## src/hdl/d2f48_pkg.sv

```systemverilog
package d2f48_pkg;
    localparam logic [1:0] ST_OK    = 2'd0;
    localparam logic [1:0] ST_OVF   = 2'd1;
    localparam logic [1:0] ST_UNF   = 2'd2;
    localparam logic [1:0] ST_INVAL = 2'd3;

    localparam int unsigned EXP_W = 13;
    localparam logic [63:0] FRAC_KEEP_MASK = 64'h7FFF_FFFF_FF00_0000;
    localparam logic [63:0] ROUND_ADD = 64'h0000_0000_0100_0000;
    localparam logic [63:0] ROUND_BIT = 64'h0000_0000_0080_0000;
    localparam logic signed [EXP_W-1:0] EXP_MAX = 13'sd127;
    localparam logic signed [EXP_W-1:0] EXP_MIN = -13'sd128;

    // stage 1 -> stage 2: magnitude split, subnormal leading-one position
    typedef struct packed {
        logic                    neg;
        logic                    nonzero;
        logic                    inval;
        logic [51:0]             frac;
        logic                    subn;
        logic [5:0]              p;
        logic signed [EXP_W-1:0] ex;
    } split_t;

    // stage 2 -> stage 3: signed, normalized mantissa
    typedef struct packed {
        logic                    nonzero;
        logic                    inval;
        logic [63:0]             m;
        logic signed [EXP_W-1:0] ex;
    } norm_t;
endpackage

```

## src/hdl/d2f48_split.sv

```systemverilog
module d2f48_split (
    input  logic [63:0]           double_bits,
    output d2f48_pkg::split_t     split
);
    import d2f48_pkg::*;

    logic [10:0] efield;
    logic [5:0]  p;
    assign efield = double_bits[62:52];

    // leading-one position of a subnormal fraction
    always_comb
    begin
        p = 6'd0;
        for (int i = 1; i < 52; i++)
        begin
            if (double_bits[i])
            begin
                p = 6'(i);
            end
        end
    end

    always_comb
    begin
        split.neg     = double_bits[63];
        split.inval   = (efield == 11'h7FF);
        split.frac    = double_bits[51:0];
        split.subn    = (efield == 11'd0);
        split.nonzero = (efield != 11'd0) || (double_bits[51:0] != 52'd0);
        split.p       = p;
        split.ex      = $signed({2'b00, efield}) - 13'sd1022;
    end
endmodule

```

## src/hdl/d2f48_norm.sv

```systemverilog
module d2f48_norm (
    input  d2f48_pkg::split_t split,
    output d2f48_pkg::norm_t  norm
);
    import d2f48_pkg::*;

    logic [63:0] mag;
    logic [63:0] m;
    logic signed [EXP_W-1:0] ex;

    always_comb
    begin
        if (!split.nonzero)
        begin
            mag = 64'd0;
            ex  = '0;
        end
        else if (!split.subn)
        begin
            mag = {2'b01, split.frac, 10'd0};
            ex  = split.ex;
        end
        else
        begin
            mag = {12'd0, split.frac} << (6'd62 - split.p);
            ex  = $signed({7'd0, split.p}) - 13'sd1073;
        end
        m = split.neg ? (64'd0 - mag) : mag;
        if (m != 64'd0 && m[63] == m[62])
        begin
            m  = m << 1;
            ex = ex - 13'sd1;
        end
        norm.nonzero = split.nonzero;
        norm.inval   = split.inval;
        norm.m       = m;
        norm.ex      = ex;
    end
endmodule

```

## src/hdl/d2f48_round.sv

```systemverilog
module d2f48_round (
    input  d2f48_pkg::norm_t norm,
    output logic [15:0]      word_high,
    output logic [15:0]      word_mid,
    output logic [15:0]      word_low,
    output logic [1:0]       status
);
    import d2f48_pkg::*;

    logic [63:0] m;
    logic signed [EXP_W-1:0] ex;

    always_comb
    begin
        m  = norm.m;
        ex = norm.ex;
        if ((m & ROUND_BIT) != 64'd0)
        begin
            if ((m & FRAC_KEEP_MASK) == FRAC_KEEP_MASK)
            begin
                m  = {m[63], m[63:1]} + ROUND_BIT;
                ex = ex + 13'sd1;
            end
            else
            begin
                m = m + ROUND_ADD;
            end
        end
        word_high = 16'd0;
        word_mid  = 16'd0;
        word_low  = 16'd0;
        if (norm.inval)
            status = ST_INVAL;
        else if (ex > EXP_MAX)
            status = ST_OVF;
        else if (norm.nonzero && ex < EXP_MIN)
            status = ST_UNF;
        else
        begin
            status    = ST_OK;
            word_high = m[63:48];
            word_mid  = m[47:32];
            word_low  = {m[31:24], ex[7:0]};
        end
    end
endmodule

```

## src/hdl/double_to_48bit_float_convert.sv

```systemverilog
// channel | dir | valid    | ready    | payload
// in      | in  | in_valid | in_ready | double_bits[63:0]
// out     | out | out_valid| out_ready| word_high, word_mid, word_low, status
//
// Three register stages: split/leading-one, shift/negate, round/pack.
// One beat per cycle sustained while out_ready is held high.
// rst_n (async, low) clears the stage valid bits only.
// A stage advances when it is empty or the stage after it moves; a stall at
// out_ready backs up through every stage without dropping a beat.
module double_to_48bit_float_convert (
    input  logic        clk,
    input  logic        rst_n,
    input  logic        in_valid,
    output logic        in_ready,
    input  logic [63:0] double_bits,
    output logic        out_valid,
    input  logic        out_ready,
    output logic [15:0] word_high,
    output logic [15:0] word_mid,
    output logic [15:0] word_low,
    output logic [1:0]  status
);
    import d2f48_pkg::*;

    split_t split_next, split_reg;
    norm_t  norm_next,  norm_reg;
    logic [15:0] hi_next, mid_next, lo_next;
    logic [1:0]  st_next;
    logic [15:0] hi_reg, mid_reg, lo_reg;
    logic [1:0]  st_reg;
    logic v1_reg, v2_reg, v3_reg;
    logic adv1, adv2, adv3;

    // per-stage enables, back to front
    assign adv3 = !v3_reg || out_ready;
    assign adv2 = !v2_reg || adv3;
    assign adv1 = !v1_reg || adv2;
    assign in_ready = adv1;

    d2f48_split u_split (.double_bits(double_bits), .split(split_next));
    d2f48_norm  u_norm  (.split(split_reg), .norm(norm_next));
    d2f48_round u_round (
        .norm(norm_reg), .word_high(hi_next), .word_mid(mid_next),
        .word_low(lo_next), .status(st_next)
    );

    always_ff @(posedge clk or negedge rst_n)
    begin
        if (!rst_n)
        begin
            v1_reg <= 1'b0;
            v2_reg <= 1'b0;
            v3_reg <= 1'b0;
        end
        else
        begin
            if (adv1) v1_reg <= in_valid;
            if (adv2) v2_reg <= v1_reg;
            if (adv3) v3_reg <= v2_reg;
        end
    end

    always_ff @(posedge clk)
    begin
        if (adv1) split_reg <= split_next;
        if (adv2) norm_reg  <= norm_next;
        if (adv3)
        begin
            hi_reg  <= hi_next;
            mid_reg <= mid_next;
            lo_reg  <= lo_next;
            st_reg  <= st_next;
        end
    end

    assign out_valid = v3_reg;
    assign word_high = hi_reg;
    assign word_mid  = mid_reg;
    assign word_low  = lo_reg;
    assign status    = st_reg;
endmodule
```

## config.mk

```make
export PLATFORM = sky130hd
export DESIGN_NAME = double_to_48bit_float_convert
export DESIGN_NICKNAME = d
export VERILOG_FILES = /design/src/hdl/d2f48_pkg.sv /design/src/hdl/d2f48_split.sv /design/src/hdl/d2f48_norm.sv /design/src/hdl/d2f48_round.sv /design/src/hdl/double_to_48bit_float_convert.sv
export SDC_FILE = /design/constraint.sdc
export NUM_CORES = 1
export LEC_CHECK = 0
export BUFFER_PORTS_ARGS = -buffer_cell sky130_fd_sc_hd__buf_2
export CAP_MARGIN = 20
export CELL_PAD_IN_SITES_DETAIL_PLACEMENT = 0
export CELL_PAD_IN_SITES_GLOBAL_PLACEMENT = 1
export CORE_MARGIN = 3
export CORE_UTILIZATION = 35
export CTS_BUF_LIST = sky130_fd_sc_hd__clkbuf_4 sky130_fd_sc_hd__clkbuf_8
export DETAILED_ROUTE_END_ITERATION = 12
export GPL_TIMING_DRIVEN = 0
export PLACE_DENSITY_LB_ADDON = 0.1
export SETUP_SLACK_MARGIN = 0.15
export SKIP_LAST_GASP = 1
export SLEW_MARGIN = 20
export SYNTH_ARGS = -nofsm -noshare
export SYNTH_HDL_FRONTEND = slang
export SYNTH_SLANG_ARGS = --single-unit
```

## constraint.sdc

```tcl
create_clock -name clk -period 9.9 [get_ports clk]
set_input_delay 1.98 -clock clk [delete_from_list [all_inputs] [get_ports clk]]
set_output_delay 1.98 -clock clk [all_outputs]
set_load 0.005 [all_outputs]
```

==> results of run 1 <==
-- cell families (layout without fill, tap and decap cells) --
group           count (synthesis)  after routing
xor+xnor                       84             84
mux                           217            217
flops                         183            183
fa+ha+maj                       8              8
simple gates                  645            645
buf+inv                       145            324
compound gates                472            472
-- placed cells by master (no fill, tap or decap), drive strengths merged, types with 18 or more instances in the layout --
| master | synthesis | final |
|---|---|---|
| edfxtp | 180 | 180 |
| nor4 | 37 | 37 |
| inv | 33 | 39 |
| nor2 | 157 | 157 |
| o21ai | 94 | 94 |
| o31ai | 26 | 26 |
| a21oi | 84 | 84 |
| xor2 | 37 | 37 |
| nand2 | 167 | 167 |
| o211ai | 26 | 26 |
| nor3 | 62 | 62 |
| mux4 | 18 | 18 |
| mux2 | 76 | 76 |
| and3 | 21 | 21 |
| nand3 | 71 | 71 |
| buf | 53 | 196 |
| xnor2 | 47 | 47 |
| clkbuf | 58 | 79 |
| mux2i | 123 | 123 |
-- per-layer routing --
metal  up-vias  part of all wire (%)  routed length (um)  track usage, %
met2       660                    46               32700            48.3
met3       180                   5.9                4240            4.42
met4         0                   6.9                4970            17.8
met5         -                     0                   0               0
met1      7608                    42               29800            37.7
li1       7183                     -                   -               -
-- power by group through the flow --
stage / Sequential, mW / Combinational (mW) / Clock (mW)
2_1_floorplan: 1.11 / 0.879 / 0
3_3_place_gp: 1.16 / 1.38 / 0
3_5_place_dp: 1.15 / 1.38 / 0
4_1_cts: 1.14 / 1.43 / 0.546
5_1_grt: 1.16 / 1.57 / 0.574
6_report: 1.14 / 1.48 / 0.527
-- synth_stat cells, types with 21 or more instances --
library cell | count | area (um2)
clkbuf_1 | 58 | 218
inv_1 | 32 | 120
nand2_1 | 167 | 627
mux2i_1 | 123 | 1230
nor4_1 | 35 | 219
nor2_1 | 157 | 589
nor3_1 | 62 | 310
buf_2 | 21 | 105
o21ai_0 | 89 | 445
nand3_1 | 70 | 350
and3_1 | 21 | 131
o211ai_1 | 26 | 195
edfxtp_1 | 180 | 5410
xor2_1 | 36 | 315
xnor2_1 | 46 | 403
a21oi_1 | 84 | 420
o31ai_1 | 26 | 195
mux2_2 | 66 | 743
buf_1 | 23 | 86.3
-- per-stage QoR --
stage	util (%)	hold WS, ns	setup slack (ns)	cell area (um2)
3_3_place_gp	38.7	0.405	-2.06	17300
4_1_cts	40.6	0.438	0.168	18100
6_report	41.0	0.430	0.375	18300
2_1_floorplan	-	0.400	1.21	15900
5_1_grt	41.0	0.434	0.147	18300
3_5_place_dp	39.1	0.426	-1.85	17400
-- critical path, delay by kind of cell, from the launching register on --
family                     cells  cell delay [ns]
DFF                            1             0.40
adders and majority gates      2             0.61
xor gates and xnor gates       1             0.20
AOI/OAI and AO/OA              4             0.91
muxes                          3             1.65
buffers and inverters         10             2.00
and+or+nand+nor               11             3.45
-- area by class of cell --
type                       instances  share of cell area, %
multi-input combinational       1426                   55.4
clock buffer                      18                   1.32
sequential                       183                   30.0
buffer                           111                   2.93
timing repair buffer             147                   4.67
clock inverter                    14                  0.897
tap                              592                   4.05
inverter                          34                  0.712
-- path summary, 6_finish.rpt --
check,from,end,slack (ns),depth (start not counted)
setup / recovery,split_reg[13]$_SDFFCE_PP1P_,norm_reg[53]$_DFFE_PP_,0.37,31
hold / removal,split_reg[72]$_DFFE_PP_,norm_reg[77]$_DFFE_PP_,0.43,0
setup reg to reg,split_reg[13]$_SDFFCE_PP1P_,norm_reg[53]$_DFFE_PP_,0.37,31
hold reg to reg,split_reg[72]$_DFFE_PP_,norm_reg[77]$_DFFE_PP_,0.43,0
max in group asynchronous,rst_n,v2_reg$_DFFE_PN0P_,8.61,1
min in group asynchronous,rst_n,out_valid$_DFFE_PN0P_,1.18,1
-- repair_timing --
item                       4_1_cts  5_1_grt
buffers inserted                13        4
resized for setup               41       31
gates cloned                     0        0
setup endpoints to repair       49       49
hold endpoints to repair         0        0
pin swaps                        7        3
hold buffers                     0        0
==> flow_summary_export.csv, run 1 <==
group,metric,value,unit
status,outcome,"finished clean",
floorplanning,die_width,219,um
synthesis,synth_top_family_by_area,"compound AO/OA/AOI/OAI gates",
floorplanning,fp-row-count,77,
routing,remaining_drc_errors,0,
synthesis,muxShareOfSynthArea,15.7,%
power,peakVddDrop,0.0000762,V
grt,grt_pass1_vias,15300,
timing,min_period_over_period,96.2,%
power,powerDensity,172,nW/um2
placement,dp.cells,2476,
power,cell_internal_pwr,1.75,mW
synthesis,synth_area,15900,um2
grt,grt_max_degree,34,
synthesis,synth-xor-area-share,4.71,%
worst_setup_path,crit_path_top_delay_cell,"mux2i_1",
worst_setup_path,cpMostUsedCell,"buf_4",
worst_setup_path,max_stage_delay,0.70,ns
final_layout,area_growth,14.6,%
synthesis,synth-simple-area-share,20.0,%
routing,ant_nets,0,
final_layout,nets,1996,
placement,hpwl,58.5,mm
final_layout,antenna_cells,0,
synthesis,synth_cells,1754,
routing,drt-initial-drc-count,1617,
synthesis,synthFlopType,"edfxtp_1",
synthesis,synth_area_per_cell,9.09,um2
hold_path,hold_path.class,"reg2reg",
grt,grt_overflow,0,
synthesis,ys_warn_count,0,
floorplanning,io_pins,120,
timing,setup_viol,0,
synthesis,synth_adder_area_share,0.628,%
power,seqPwrFrac,36.2,%
timing,max_freq,105,MHz
synthesis,ys_types,92,
grt,grt_usage,29.8,%
worst_setup_path,worstPathArrival,9.84,ns
synthesis,ys_seq_elements,183,
timing,final.min_clock_period,9.53,ns
final_layout,fin_cells,2525,
routing,vias,15600,
power,combinationalPowerShare,47.1,%
clock_network,cts_max_level,4,
power,p_clk_share,16.7,%
floorplanning,die_area,48200,um2
final_layout,seqCellArea,5480,um2
clock_network,clk_pin_slew,0.10,ns
routing,wl,71.7,mm
clock_network,clk_path_buf_depth,2,
clock_network,cts_tree,"yes",
timing,max_slew_margin,24.8,%
synthesis,async_flop_share,1.64,%
routing,drt-wirelength-per-cell,28.4,um
clock_network,cts_sinks,183,
floorplanning,start_util,35.7,%
final_layout,multi_input_area,10100,um2
worst_setup_path,worstSetupPathType,"reg2reg",
synthesis,synth_nets,1830,
worst_setup_path,crit_required,10.21,ns
power,p_sw_share,44.4,%
worst_setup_path,critPathLaunchType,"flop",
floorplanning,die_y,219,um
placement,place_congestion,0.979,
timing,tns,0,ns
routing,via_per_inst,6.19,
flow_run,drv_cap,0,
power,netSwitchingPower,1.40,mW
final_layout,largest_reg_flops,74,
worst_setup_path,path_max_fanout,10,
timing,final_hold_viol_count,0,
timing,rsz0062_at_grt,"no",
placement,io_buffer_count,119,
timing,worstMarginPinSlew,1.12,ns
floorplanning,coreArea,44600,um2
grt,antenna_found_initial,0,
clock_network,cts_inserted_buffers,17,
routing,first_pass_iters,6,
synthesis,synth-compound-area-share,20.7,%
final_layout,num-fill-cells,4549,
clock_network,clk_latency,0.59,ns
final_layout,drive_above_1_share,19.4,%
timing,drv_slew,0,
power,power,3.15,mW
power,p_leak,6.57,nW
synthesis,synth_enable_flop_cells,180,
clock_network,cts_root_buffer,"clkbuf_8",
timing,skew,0.0356,ns
synthesis,ys_seq_area_share,34.4,%
worst_setup_path,endpoint_kind,"flop",
grt,grt_pass1_wl,104,mm
Note: power is estimated with default switching activity, not from simulation.
==> run 2: changes to the inputs <==
Settings changed: BUFFER_PORTS_ARGS -buffer_cell sky130_fd_sc_hd__buf_2 to default, DONT_BUFFER_PORTS from default to 1.
==> run 2 against run 1 <==
  * Clock power grew 9.3%
  * Global-route usage grew 0.18 points
  * Register-to-register slack gained 0.05 ns
  * Sequential cell count is the same
  * Design area shrank 2.4%
  * Critical endpoint unchanged
==> flow_summary_export.csv, run 2 (synthesized netlist as in run 1, its figures left out) <==
group,metric,value,unit
hold_path,hp-start,"split_reg[72]$_DFFE_PP_",
worst_setup_path,max_stage_delay,0.53,ns
status,outcome,"finished clean",
worst_setup_path,worstSetupPathType,"reg2reg",
floorplanning,die_area,48200,um2
final_layout,num-fill-cells,4509,
placement,placed_area,16800,um2
worst_setup_path,crit_required,10.21,ns
grt,grt_max_degree,35,
timing,final.min_clock_period,9.47,ns
worst_setup_path,r2r_start,"split_reg[13]$_SDFFCE_PP1P_",
placement,dp.cells,2359,
routing,ant_nets,0,
hold_path,hold_end,"norm_reg[77]$_DFFE_PP_",
timing,drv_slew,0,
routing,via_per_inst,6.36,
final_layout,drive_above_1_share,14.7,%
final_layout,final_cell_mix,"edfxtp_1, nand2_1, nor2_1",
floorplanning,die_y,219,um
placement,place_congestion,0.958,
final_layout,design_area,17800,um2
clock_network,clk_latency,0.57,ns
placement,place_ws,-2.05,ns
timing,max_slew_margin,17.8,%
floorplanning,coreArea,44600,um2
routing,remaining_drc_errors,0,
routing,drt-initial-drc-count,1617,
routing,drt-wirelength-per-cell,30.1,um
power,powerDensity,178,nW/um2
flow_run,drv_cap,0,
clock_network,clk_pin_slew,0.10,ns
final_layout,final_common_cell,"edfxtp_1",
worst_setup_path,critPathLaunchType,"flop",
worst_setup_path,crit_path_top_delay_cell,"or4_1",
final_layout,largest_reg_flops,74,
floorplanning,io_pins,120,
worst_setup_path,rr_endpoint,"norm_reg[53]$_DFFE_PP_",
worst_setup_path,rr_worst_depth,31,
clock_network,cts_root_buffer,"clkbuf_8",
clock_network,cts_tree,"yes",
final_layout,area_growth,11.8,%
grt,antenna_found_initial,0,
grt,grt_overflow,0,
timing,setup_viol,0,
final_layout,nets,1880,
timing,max_freq,106,MHz
clock_network,cts_sinks,183,
timing,min_period_over_period,95.7,%
timing,setup_slack,0.428,ns
worst_setup_path,rrSetupSlack,0.43,ns
routing,wl,72.4,mm
grt,grt_usage,30.0,%
floorplanning,die_width,219,um
clock_network,clk_path_buf_depth,2,
power,peakVddDrop,0.0000910,V
final_layout,utilization,40.0,%
placement,io_buffer_count,0,
clock_network,cts_max_level,4,
floorplanning,start_util,35.7,%
worst_setup_path,cpMostUsedCell,"buf_4",
worst_setup_path,worstPathArrival,9.78,ns
floorplanning,fp-row-count,77,
final_layout,antenna_cells,0,
hold_path,hold_path.class,"reg2reg",
grt,grt_pass1_wl,104,mm
routing,first_pass_iters,6,
worst_setup_path,endpoint_kind,"flop",
timing,skew,0.0213,ns
worst_setup_path,path_max_fanout,10,
grt,grt_pass1_vias,15100,
timing,final_hold_viol_count,0,
placement,hpwl,58.8,mm
power,p_leak,6.12,nW
clock_network,holdBufCountCts,0,
hold_path,whs_path_depth,0,
final_layout,fin_cells,2409,
timing,rsz0062_at_grt,"no",
timing,worstMarginPinSlew,1.23,ns
routing,vias,15300,
clock_network,cts_inserted_buffers,17,
## run 2: changes by cell type in the layout (fill, tap and decap cells not counted), moves of 2 or more
| cell | before | now |
|---|---|---|
| clkbuf_4 | 2 | 0 |
| buf_2 | 138 | 21 |
| buf_6 | 14 | 16 |
| mux2i_2 | 16 | 14 |
| bufinv_16 | 1 | 3 |
| mux2i_1 | 103 | 99 |
| mux2i_4 | 4 | 10 |
## run 2: metrics by stage
step           total power [mW]  setup TNS (ns)  hold slack, ns
3_5_place_dp               2.49          -95.24           0.412
2_1_floorplan              1.99               0           0.400
6_report                   3.17               0           0.434
4_1_cts                    3.12               0           0.438
5_1_grt                    3.31               0           0.446
3_3_place_gp               2.50         -100.33           0.405
## run 2: layout make-up
type                    instances  area (um2)  area share (%)
flip-flops and latches        183        5480            30.7
plain buffers                 111         538            3.02
inverters                      34         130           0.730
well taps                     592         741            4.15
clock inverters                15         213            1.19
multi-input cells            1426       10200            57.3
repair buffers                 31         274            1.54
clock buffers                  17         234            1.31
## run 2: routing by layer
metal  vias up  part of all wire, %  wire length, um  track usage, %
met5         -                    0                0               0
met4         0                  6.0             4350            16.4
met3       169                  6.1             4420            5.52
met2       689                   46            33400            48.7
met1      7497                   42            30200            37.8
li1       6958                    -                -               -
## run 2: timing repair
action	in CTS	in global routing
setup endpoints to repair	49	49
pin swaps	6	5
setup buffers	12	6
resized for setup	48	39
## run 2: critical path: cells and delay by family, from the launching register on
kind,cells,cell delay (ns)
AOI/OAI and AO/OA,4,1.01
xor gates and xnor gates,1,0.20
adders and majority gates,2,0.60
buffers and inverters,10,2.03
DFF,1,0.41
muxes,4,1.43
and+or+nand+nor,10,3.48
## run 2: where the power goes
part           total (mW)  switching, mW  internal (mW)
clock               0.576          0.317          0.259
combinational        1.45          0.944          0.502
sequential           1.15          0.127           1.02
## run 2: how the worst max path moves through the flow
stage / start / endpoint / slack, ns / cells past startpoint
floorplan: split_reg[13]$_SDFFCE_PP1P_ / norm_reg[61]$_DFFE_PP_ / 1.21 / 32
detailed placement: split_reg[13]$_SDFFCE_PP1P_ / norm_reg[53]$_DFFE_PP_ / -2.05 / 32
CTS: split_reg[13]$_SDFFCE_PP1P_ / norm_reg[53]$_DFFE_PP_ / 0.18 / 33
global placement: split_reg[13]$_SDFFCE_PP1P_ / norm_reg[61]$_DFFE_PP_ / -2.16 / 32
global route: split_reg[13]$_SDFFCE_PP1P_ / norm_reg[53]$_DFFE_PP_ / 0.15 / 34
finish: split_reg[13]$_SDFFCE_PP1P_ / norm_reg[53]$_DFFE_PP_ / 0.43 / 31
==> run 3: changes to the inputs <==
Settings changed: CELL_PAD_IN_SITES_DETAIL_PLACEMENT 0 to default, CELL_PAD_IN_SITES_GLOBAL_PLACEMENT 1 to default, CTS_CLUSTER_SIZE from default to 20, PLACE_DENSITY_LB_ADDON 0.1 to default.
==> run 3 against run 2 <==
  * Fmax grew 0.49%
  * Register-to-register slack gained 0.05 ns
  * Sequential cell count is the same
  * Clock skew shrank 0.0030 ns
  * Non-clock buffer count shrank 10
  * Final cell count shrank 0.37%
  * Sequential share of layout area grew 0.36 points
  * Design area shrank 1.2%
  * Clock power shrank 13%
  * Wire length shrank 5.6%
==> flow_summary_export.csv, run 3 (synthesized netlist as in run 1, its figures left out) <==
group,metric,value,unit
status,outcome,"finished clean",
worst_setup_path,r2r_start,"split_reg[13]$_SDFFCE_PP1P_",
routing,routed-wl-met2,31.1,mm
final_layout,utilization,39.5,%
worst_setup_path,rr_worst_depth,31,
placement,place_congestion,1.07,
final_layout,drive_above_1_share,13.8,%
routing,ant_nets,0,
power,power,3.06,mW
grt,grt_overflow,0,
routing,wl,68.4,mm
floorplanning,die_width,219,um
final_layout,largest_reg_flops,74,
timing,skew,0.0184,ns
worst_setup_path,rr_endpoint,"norm_reg[53]$_DFFE_PP_",
hold_path,hold_path.class,"reg2reg",
final_layout,design_area,17600,um2
clock_network,clk_latency,0.56,ns
clock_network,cts_tree,"yes",
power,powerDensity,174,nW/um2
grt,grt_pass1_vias,14600,
final_layout,final_cell_mix,"edfxtp_1, nand2_1, nor2_1",
routing,vias,15300,
clock_network,cts_inserted_buffers,17,
timing,drv_slew,0,
timing,rsz0062_at_grt,"no",
routing,remaining_drc_errors,0,
worst_setup_path,crit_required,10.21,ns
routing,top_layer_used,"met4",
placement,dp.cells,2355,
worst_setup_path,rrSetupSlack,0.47,ns
routing,drt-initial-drc-count,1783,
worst_setup_path,max_stage_delay,0.55,ns
grt,grt_max_degree,52,
timing,setup_slack,0.475,ns
timing,final_hold_viol_count,0,
timing,max_slew_margin,25.3,%
clock_network,cts_root_buffer,"clkbuf_8",
timing,setup_viol,0,
timing,max_freq,106,MHz
placement,place_ws,-2.01,ns
worst_setup_path,worstPathArrival,9.73,ns
final_layout,area_growth,10.6,%
grt,grt_usage,28.1,%
timing,hold_slack,0.439,ns
final_layout,fin_cells,2400,
final_layout,final_common_cell,"edfxtp_1",
clock_network,cts_sinks,183,
placement,placed_area,16800,um2
clock_network,holdBufCountCts,0,
floorplanning,die_y,219,um
timing,worstMarginPinSlew,1.11,ns
power,p_leak,6.02,nW
worst_setup_path,worstSetupEndpoint,"norm_reg[53]$_DFFE_PP_",
worst_setup_path,critPathLaunch,"split_reg[13]$_SDFFCE_PP1P_",
flow_run,drv_cap,0,
grt,grt_pass1_wl,98.4,mm
timing,final.min_clock_period,9.43,ns
floorplanning,io_pins,120,
clock_network,cts_max_level,4,
grt,antenna_found_initial,0,
floorplanning,start_util,35.7,%
final_layout,nets,1870,
worst_setup_path,path_max_fanout,10,
clock_network,clk_path_buf_depth,2,
worst_setup_path,crit_path_top_delay_cell,"or4_1",
clock_network,clk_pin_slew,0.11,ns
routing,via_per_inst,6.36,
floorplanning,fp-row-count,77,
routing,wl_met1,27.9,mm
placement,hpwl,55.1,mm
timing,min_period_over_period,95.2,%
routing,met3_length,5.13,mm
routing,first_pass_iters,8,
worst_setup_path,critPathLaunchType,"flop",
worst_setup_path,worstSetupPathType,"reg2reg",
worst_setup_path,endpoint_kind,"flop",
floorplanning,coreArea,44600,um2
placement,io_buffer_count,0,
routing,drt-wirelength-per-cell,28.5,um
power,peakVddDrop,0.000170,V
floorplanning,die_area,48200,um2
timing,tns,0,ns
-- run 3: cell types whose count changed in the layout (fill, tap and decap cells not counted), sizes merged --
cell	change
bufinv	-3
diode	+1
buf	-9
inv	+2
clkinvlp	+1
clkbuf	-1
-- run 3: worst min path at each step --
| stage | slack [ns] | endpoint | cells after the start | from |
|---|---|---|---|---|
| final | 0.44 | norm_reg[77]$_DFFE_PP_ | 0 | split_reg[72]$_DFFE_PP_ |
| after global routing | 0.46 | norm_reg[77]$_DFFE_PP_ | 0 | split_reg[72]$_DFFE_PP_ |
| after global placement | 0.41 | norm_reg[77]$_DFFE_PP_ | 0 | split_reg[72]$_DFFE_PP_ |
| after detailed placement | 0.42 | norm_reg[77]$_DFFE_PP_ | 0 | split_reg[72]$_DFFE_PP_ |
| after floorplan | 0.40 | norm_reg[77]$_DFFE_PP_ | 0 | split_reg[72]$_DFFE_PP_ |
| after CTS | 0.44 | norm_reg[77]$_DFFE_PP_ | 0 | split_reg[72]$_DFFE_PP_ |
-- run 3: cell type report --
| class | instances | area [um2] |
|---|---|---|
| well taps | 592 | 741 |
| flip-flops and latches | 183 | 5480 |
| diodes | 1 | 2.50 |
| fillers | 4464 | 27000 |
| plain buffers | 111 | 533 |
| clock inverters | 15 | 155 |
| clock buffers | 17 | 234 |
| inverters | 34 | 130 |
| repair buffers | 21 | 195 |
| multi-input cells | 1426 | 10200 |
-- run 3: where the power goes --
part	switching, mW	leakage [nW]	internal [mW]
Clock	0.313	0.192	0.187
Combinational	0.919	3.95	0.490
Sequential	0.130	1.88	1.02
-- run 3: critical path: cells and delay by family, from the launching register on --
family / cells / cell delay (ns)
AO/OA/AOI/OAI: 4 / 1.23
buffers and inverters: 9 / 1.71
multiplexers: 4 / 1.56
AND/OR/NAND/NOR: 11 / 3.29
adder cells (fa/ha/maj): 2 / 0.66
flip-flops: 1 / 0.49
XOR/XNOR: 1 / 0.22
-- run 3: repair_timing --
action | 4_1_cts | 5_1_grt
buffers inserted | 9 | 3
pin swaps | 5 | 3
resized for setup | 44 | 32
setup endpoints to repair | 49 | 49
-- run 3: layer usage --
layer / vias up / track usage, %
met3: 179 / 4.97
met5: - / 0
met2: 837 / 44.9
met1: 7310 / 35.5
li1: 6927 / -
met4: 0 / 16.7
